--- src/hdl/ekmt_pkg.sv ---
package ekmt_pkg;

    localparam int unsigned TableDepthDefault = 1024;
    localparam int unsigned KeyWidth = 31;
    localparam int unsigned CountWidth = 11;

    localparam logic FuncInsert = 1'b0;
    localparam logic FuncQuery  = 1'b1;

    typedef struct packed {
        logic [KeyWidth-1:0] run_number;
        logic [KeyWidth-1:0] section_number;
        logic [KeyWidth-1:0] event_number;
    } t_key;

    typedef enum logic [2:0] {
        S_IDLE,
        S_READ,
        S_CMP,
        S_SHIFT_RD,
        S_SHIFT_WR,
        S_PUT,
        S_DONE
    } t_state;

    typedef struct packed {
        logic load;
        logic srch_init;
        logic rd_mid;
        logic step;
        logic rd_shift;
        logic wr_shift;
        logic put;
        logic respond;
    } t_cmd;

    typedef struct packed {
        logic is_query;
        logic full;
        logic srch_done;
        logic shift_done;
    } t_status;

endpackage

--- src/hdl/ekmt_ctrl.sv ---
module ekmt_ctrl (
    input  logic              i_clk,
    input  logic              i_rst_n,
    input  logic              i_start,
    input  ekmt_pkg::t_status i_status,
    output ekmt_pkg::t_cmd    o_cmd,
    output logic              o_busy,
    output logic              o_valid
);

    ekmt_pkg::t_state r_state;
    ekmt_pkg::t_state n_state;

    always_ff @(posedge i_clk) begin
        if (!i_rst_n) begin
            r_state <= ekmt_pkg::S_IDLE;
        end else begin
            r_state <= n_state;
        end
    end

    always_comb begin
        n_state = r_state;
        unique case (r_state)
            ekmt_pkg::S_IDLE: begin
                if (i_start) n_state = ekmt_pkg::S_READ;
            end
            ekmt_pkg::S_READ: begin
                if (!i_status.is_query && i_status.full) begin
                    n_state = ekmt_pkg::S_DONE;
                end else if (i_status.srch_done) begin
                    n_state = i_status.is_query ? ekmt_pkg::S_DONE : ekmt_pkg::S_SHIFT_RD;
                end else begin
                    n_state = ekmt_pkg::S_CMP;
                end
            end
            ekmt_pkg::S_CMP: n_state = ekmt_pkg::S_READ;
            ekmt_pkg::S_SHIFT_RD: begin
                n_state = i_status.shift_done ? ekmt_pkg::S_PUT : ekmt_pkg::S_SHIFT_WR;
            end
            ekmt_pkg::S_SHIFT_WR: n_state = ekmt_pkg::S_SHIFT_RD;
            ekmt_pkg::S_PUT: n_state = ekmt_pkg::S_DONE;
            ekmt_pkg::S_DONE: n_state = ekmt_pkg::S_IDLE;
            default: n_state = ekmt_pkg::S_IDLE;
        endcase
    end

    always_comb begin
        o_cmd = '0;
        unique case (r_state)
            ekmt_pkg::S_IDLE: begin
                o_cmd.load = i_start;
                o_cmd.srch_init = i_start;
            end
            ekmt_pkg::S_READ: begin
                o_cmd.rd_mid = !i_status.srch_done;
                o_cmd.respond = (!i_status.is_query && i_status.full)
                    || (i_status.srch_done && i_status.is_query);
            end
            ekmt_pkg::S_CMP: o_cmd.step = 1'b1;
            ekmt_pkg::S_SHIFT_RD: o_cmd.rd_shift = !i_status.shift_done;
            ekmt_pkg::S_SHIFT_WR: o_cmd.wr_shift = 1'b1;
            ekmt_pkg::S_PUT: begin
                o_cmd.put = 1'b1;
                o_cmd.respond = 1'b1;
            end
            default: o_cmd = '0;
        endcase
    end

    assign o_busy = (r_state != ekmt_pkg::S_IDLE);
    assign o_valid = (r_state == ekmt_pkg::S_DONE);

endmodule

--- config.mk ---
export PLATFORM = sky130hd
export DESIGN_NAME = ekmt_ctrl
export DESIGN_NICKNAME = d
export VERILOG_FILES = /design/src/hdl/ekmt_pkg.sv /design/src/hdl/ekmt_ctrl.sv
export SDC_FILE = /design/constraint.sdc
export NUM_CORES = 1
export LEC_CHECK = 0
export BUFFER_PORTS_ARGS = -buffer_cell sky130_fd_sc_hd__buf_2
export CORE_AREA = 2 2 39 41
export CTS_BUF_LIST = sky130_fd_sc_hd__clkbuf_4 sky130_fd_sc_hd__clkbuf_8 sky130_fd_sc_hd__clkbuf_16
export DETAILED_ROUTE_END_ITERATION = 8
export DIE_AREA = 0 0 41 43
export PLACE_DENSITY_LB_ADDON = 0.05
export SLEW_MARGIN = 20
export SYNTH_ARGS = -nofsm -noshare
export SYNTH_HDL_FRONTEND = slang
export SYNTH_SLANG_ARGS = --single-unit
--- constraint.sdc ---
create_clock -name i_clk -period 1.2 [get_ports i_clk]
set_clock_uncertainty 0.15 [all_clocks]
set_input_delay 0.12 -clock i_clk [delete_from_list [all_inputs] [get_ports i_clk]]
set_output_delay 0.12 -clock i_clk [all_outputs]
set_load 0.05 [all_outputs]
==> metrics.txt, run 1 <==
dominant combinational cell family by area after synthesis simple AND/OR/NAND/NOR gates; dpl hpwl 648 µm; number of violations reported at the end of detailed-routing iteration 0 0; minimum clock period 1.50 ns; data required time at the worst endpoint 0.93 ns; post-detailed-route wirelength per cell 10.6 µm; Worst Hold End r_state[0]; Post-Layout Inst Area 612 µm²; Routed Wire Length 773 µm; max frequency 668 MHz; via count of the first global-routing pass 331; class of the most critical hold timing path in2reg; iteration count of the initial detailed-routing pass 1; Worst Hold Path Cells 3; clock-pin transition on the worst setup and hold timing paths about 0.040 ns; worst-case hold slack 0.0524 ns; total via count after detailed routing 321; Yosys warning total 0; Static Leakage around 0.28 nW; total power density per cell area about 1100 nW/µm²; number of remaining DRC errors 0; first-pass GRT wire length 1320 µm; clock tree root driver cell clkbuf_4; initial standard-cell utilization of the core between 15 and 20%; highest cell delay on the worst timing path 0.38 ns; count of final max-slew check failures 0; XOR/XNOR Fraction of Synth Area 0%; Worst Setup Start Kind register; number of inserted diodes 0; Post-DP Area 475 µm²; row count 14; per-instance average area after synthesis 8.94 µm²; Worst Path Arrival roughly 1.2 ns; grt ovf 0; number of clock sinks 3; Final nets 65; number of setup violations in the final report 10; worst-path fanout max 5; area of the die about 1800 µm²; number of different library cells in the post-synthesis netlist 20; Net Count, Synth 35; overall die width a little over 40 µm; Synth Instances 28; #FFs+latches synth 3; violations in the final reports negative setup slack; result of the run finished, violations left; final total negative setup slack -2.23 ns; proportion of synthesized chip area in sequential cells a little under a quarter; aggregate global-route resource usage 11.4%; RSZ-0062 raised after global routing yes; largest net degree at the start of global routing 8; setup slack after placement -0.187 ns; residual antenna-violating net count after detailed routing 0; transition at the pin with the smallest max-transition slack 0.247 ns; Critical Path Sink Type output port; crit path cell chain or3_4 > nor2_4 > buf_6; R2R Setup Slk approximately 0.03 ns; Vias per Instance ~4.4; layout-stage area growth over the synthesis result 145%; R2R depth 4; number of primary I/O pins 17; biggest regs r_state (3); simple-gate portion of the synthesized area a little under two fifths; capture point of the worst reg-to-reg path r_state[2]; share of the clock period used by the worst path 125%; port buffer count 16; Max transition margin 83.5%; CTS HTree Levels 1; VDD IR max roughly 0.67 mV; Die Span Y 43 µm; Synth Area in Adders 0%; antenna violations before repair 0; start point of the worst min-delay path i_start; Largest Register r_state; count of filler cells inserted in the layout about 150; max capacitance violation total 0; fraction of layout instances using a drive strength above 1 84.2%; flip-flop count of the largest register, all copies and words added 3; Floorplan Core Area 1380 µm²; top library cells by usage in the layout, fill and taps aside buf_6, buf_4, buf_2; Max clock buf depth 2; mapped cell area roughly 250 µm²; highest-delay cell along the critical path or3_4; synthesized-area fraction occupied by ao, oa, aoi and oai cells 22.0%; clock tree from TritonCTS built; final hold violations 0; final worst setup slack -0.297 ns; number of buffers inserted during clock tree synthesis 3; mux contribution to synthesized area 4.00%; routability congestion estimate a little under 0.7; source of the worst register-to-register timing path r_state[2]; Setup CP Type reg2out; power consumption 0.699 mW; later-pin clock latency in the skew report 0.23 ns
[cells by family after synthesis]
kind of cell,after synthesis
AO/OA/AOI/OAI,6
AND/OR/NAND/NOR,13
buffers and inverters,5
multiplexers,1
flip-flops,3
[layer usage]
metal  GRT usage (%)  routed length (µm)
met5               0                   0
met4            6.00                   0
met3            4.71                  24
met2            18.1                 451
met1            11.9                 297
[per-stage QoR]
step                cells  util [%]
detailed placement     67      34.4
global placement       67      34.4
CTS                    73      43.1
global route           73      44.2
floorplan              28         -
finish                 73      44.2
[where the power goes]
group	switching [mW]	total (mW)	leakage, nW	internal (mW)
clock network	0.0515	0.199	0.0184	0.147
registers	0.0153	0.128	0.0261	0.113
logic	0.216	0.373	0.236	0.156
[cell usage after synthesis]
master / count / area share (%)
nor3b_1: 2 / 6.0
nor2_1: 2 / 3.0
a21boi_2: 1 / 4.5
or3_4: 1 / 4.5
nor3_1: 2 / 4.0
inv_2: 1 / 1.5
buf_6: 1 / 4.5
nand2_1: 2 / 3.0
nor2b_1: 1 / 2.5
a21oi_1: 2 / 4.0
inv_1: 1 / 1.5
and3_1: 1 / 2.5
mux2i_1: 1 / 4.0
a211oi_1: 1 / 3.0
nor4b_2: 2 / 12
dfxtp_1: 3 / 24
buf_2: 1 / 2.0
o41ai_2: 1 / 6.5
buf_4: 1 / 3.0
o211a_1: 1 / 4.0
[area by class of cell]
cell class / count / area (µm²) / share of cell area (%)
multi-input cells: 20 / 250 / 40.9
inverters: 2 / 12.5 / 2.04
well taps: 16 / 20.0 / 3.27
flip-flops and latches: 3 / 66.3 / 10.8
clock buffers: 4 / 30.0 / 4.91
repair buffers: 28 / 233 / 38.0
[worst max path at each step]
stage	startpoint	endpoint	slack [ns]
floorplan	r_state[2]	o_cmd[7]	-0.41
global placement	r_state[0]	o_cmd[7]	-0.16
detailed placement	r_state[0]	o_cmd[6]	-0.19
CTS	r_state[2]	o_cmd[6]	-0.31
global route	r_state[0]	o_cmd[6]	-0.34
finish	r_state[0]	o_cmd[6]	-0.30
[what timing repair did]
action,4_1_cts,5_1_grt
gates cloned,0,0
setup endpoints to repair,12,12
hold buffers,1,0
pin swaps,4,2
setup buffers,1,0
gates resized for setup,23,2
endpoints found under the hold margin,1,0
[worst max-delay path: cells and delay by family (launching register included)]
kind | cells | cell delay, ns
buffers and inverters | 1 | 0.16
flip-flops | 1 | 0.33
AND/OR/NAND/NOR | 2 | 0.49
Power figures use the tool's default switching activity.
==> inputs of run 2 (changes only) <==
==> constraint.sdc (replaced) <==
create_clock -name i_clk -period 1.45 [get_ports i_clk]
set_clock_uncertainty 0.15 [all_clocks]
set_input_delay 0.145 -clock i_clk [delete_from_list [all_inputs] [get_ports i_clk]]
set_output_delay 0.145 -clock i_clk [all_outputs]
set_load 0.05 [all_outputs]
==> metrics.txt, run 2 (synthesis gave the netlist of run 1 again) <==
worst path bufs/invs 1; worst-case hold slack 0.0414 ns; post-detailed-route wirelength per cell about 11 µm; Routed Wire Length roughly 700 µm; max capacitance violation total 0; total via count after detailed routing 289; later-pin clock latency in the skew report 0.23 ns; Worst Path Arrival 1.24 ns; highest cell delay on the worst timing path 0.40 ns; number of primary I/O pins 17; minimum clock period 1.54 ns; source of the worst register-to-register timing path r_state[2]; count of final max-slew check failures 0; initial standard-cell utilization of the core 18.1%; Worst Setup Start Kind register; area of the die roughly 1800 µm²; dpl hpwl 551 µm; Max transition margin 85.1%; Setup CP Type reg2out; final hold violations 0; Largest Register r_state; count of filler cells inserted in the layout ~150; number of violations reported at the end of detailed-routing iteration 0 5; fraction of the core area covered by cells at the end of the flow 38.6%; Floorplan Core Area approximately 1400 µm²; number of buffers inserted during clock tree synthesis 3; layout-stage area growth over the synthesis result 113%; max frequency 650 MHz; share of the clock period used by the worst path 106%; Max clock buf depth 2; grt ovf 0; VDD IR max 0.363 mV; violations in the final reports negative setup slack; biggest regs r_state (3); clock tree from TritonCTS built; row count 14; worst-path fanout max 3; Final nets 57; number of remaining DRC errors 0; clock tree root driver cell clkbuf_4; count of cell instances traversed by the critical path 3; number of inserted diodes 0; Vias per Instance 4.45; number of setup violations in the final report 3; largest net degree at the start of global routing 9; fraction of layout instances using a drive strength above 1 between 80% and 90%; Die Span Y 43 µm; transition at the pin with the smallest max-transition slack 0.222 ns; port buffer count 16; capture point of the worst reg-to-reg path r_state[0]; residual antenna-violating net count after detailed routing 0; R2R depth 4; kind of cell with the highest combined delay on the critical path simple AND/OR/NAND/NOR gates; iteration count of the initial detailed-routing pass 3; clock-pin transition on the worst setup and hold timing paths around 0.040 ns; CP Launch Point r_state[2]; top library cells by usage in the layout, fill and taps aside buf_2, buf_6, clkbuf_4; number of clock sinks 3; total power density per cell area just over 1000 nW/µm²; antenna violations before repair 0; worst setup path end o_cmd[6]; setup slack after placement just under 0.06 ns; final total negative setup slack -0.204 ns; crit path cell chain or3_4 > nor2_4 > buf_6; Static Leakage approximately 0.24 nW; final worst setup slack -0.0875 ns; first-pass GRT wire length 1040 µm; highest-delay cell along the critical path or3_4; RSZ-0062 raised after global routing yes; class of the most critical hold timing path in2reg; result of the run finished, violations left; routability congestion estimate 0.745; via count of the first global-routing pass 259; flip-flop count of the largest register, all copies and words added 3; data required time at the worst endpoint 1.15 ns; number of setup buffers added after CTS 0; Critical Path Sink Type output port; CTS HTree Levels 1; aggregate global-route resource usage a little under a tenth; R2R Setup Slk around 0.22 ns; overall die width 41 µm
run 2: how the worst min path moves through the flow:
stage	start	end	slack, ns	depth (start not counted)
5_1_grt	i_start	r_state[0]	0.05	3
3_3_place_gp	i_rst_n	r_state[1]	0.23	2
6_report	i_start	r_state[0]	0.04	3
2_1_floorplan	i_rst_n	r_state[1]	0.12	1
3_5_place_dp	i_rst_n	r_state[1]	0.24	2
4_1_cts	i_start	r_state[0]	0.04	3
run 2: timing repair:
item,4_1_cts,5_1_grt
gates resized for setup,21,3
endpoints found under the hold margin,1,0
endpoints found under the setup margin,10,9
hold buffers,1,0
pin swaps,0,1
run 2: final cells by class:
type | instances | area, µm² | share of cell area, %
Inverter | 2 | 12.5 | 2.34
Timing Repair Buffer | 20 | 174 | 32.6
Sequential cell | 3 | 66.3 | 12.4
Multi-Input combinational cell | 20 | 231 | 43.3
Tap cell | 16 | 20.0 | 3.75
Clock buffer | 4 | 30.0 | 5.62
run 2: worst reg2reg max path, stage by stage, from the launching register on:
cell and delay, ns:
dfxtp_2 0.33, buf_4 0.17, nor4b_2 0.26, mux2i_1 0.11, a21oi_1 0.13
run 2: per-stage QoR:
stage	area (µm²)	power, mW	instances
2_1_floorplan	309	0.287	28
3_3_place_gp	420	0.334	60
3_5_place_dp	420	0.336	60
4_1_cts	526	0.546	65
5_1_grt	534	0.573	65
6_report	534	0.539	65
run 2: report_power, final:
group | total [mW] | switching, mW | leakage [nW] | internal, mW
registers | 0.109 | 0.0151 | 0.0261 | 0.0934
logic | 0.264 | 0.163 | 0.193 | 0.101
clock network | 0.167 | 0.0447 | 0.0184 | 0.122
total | 0.539 | 0.223 | 0.238 | 0.316
run 2: routing by layer:
layer,part of all wire (%),track usage (%),vias to the layer above
li1,-,-,141
met1,37,10.0,135
met2,54,12.5,11
met3,6.0,4.71,2
met4,2.7,10.0,0
met5,0,0,-
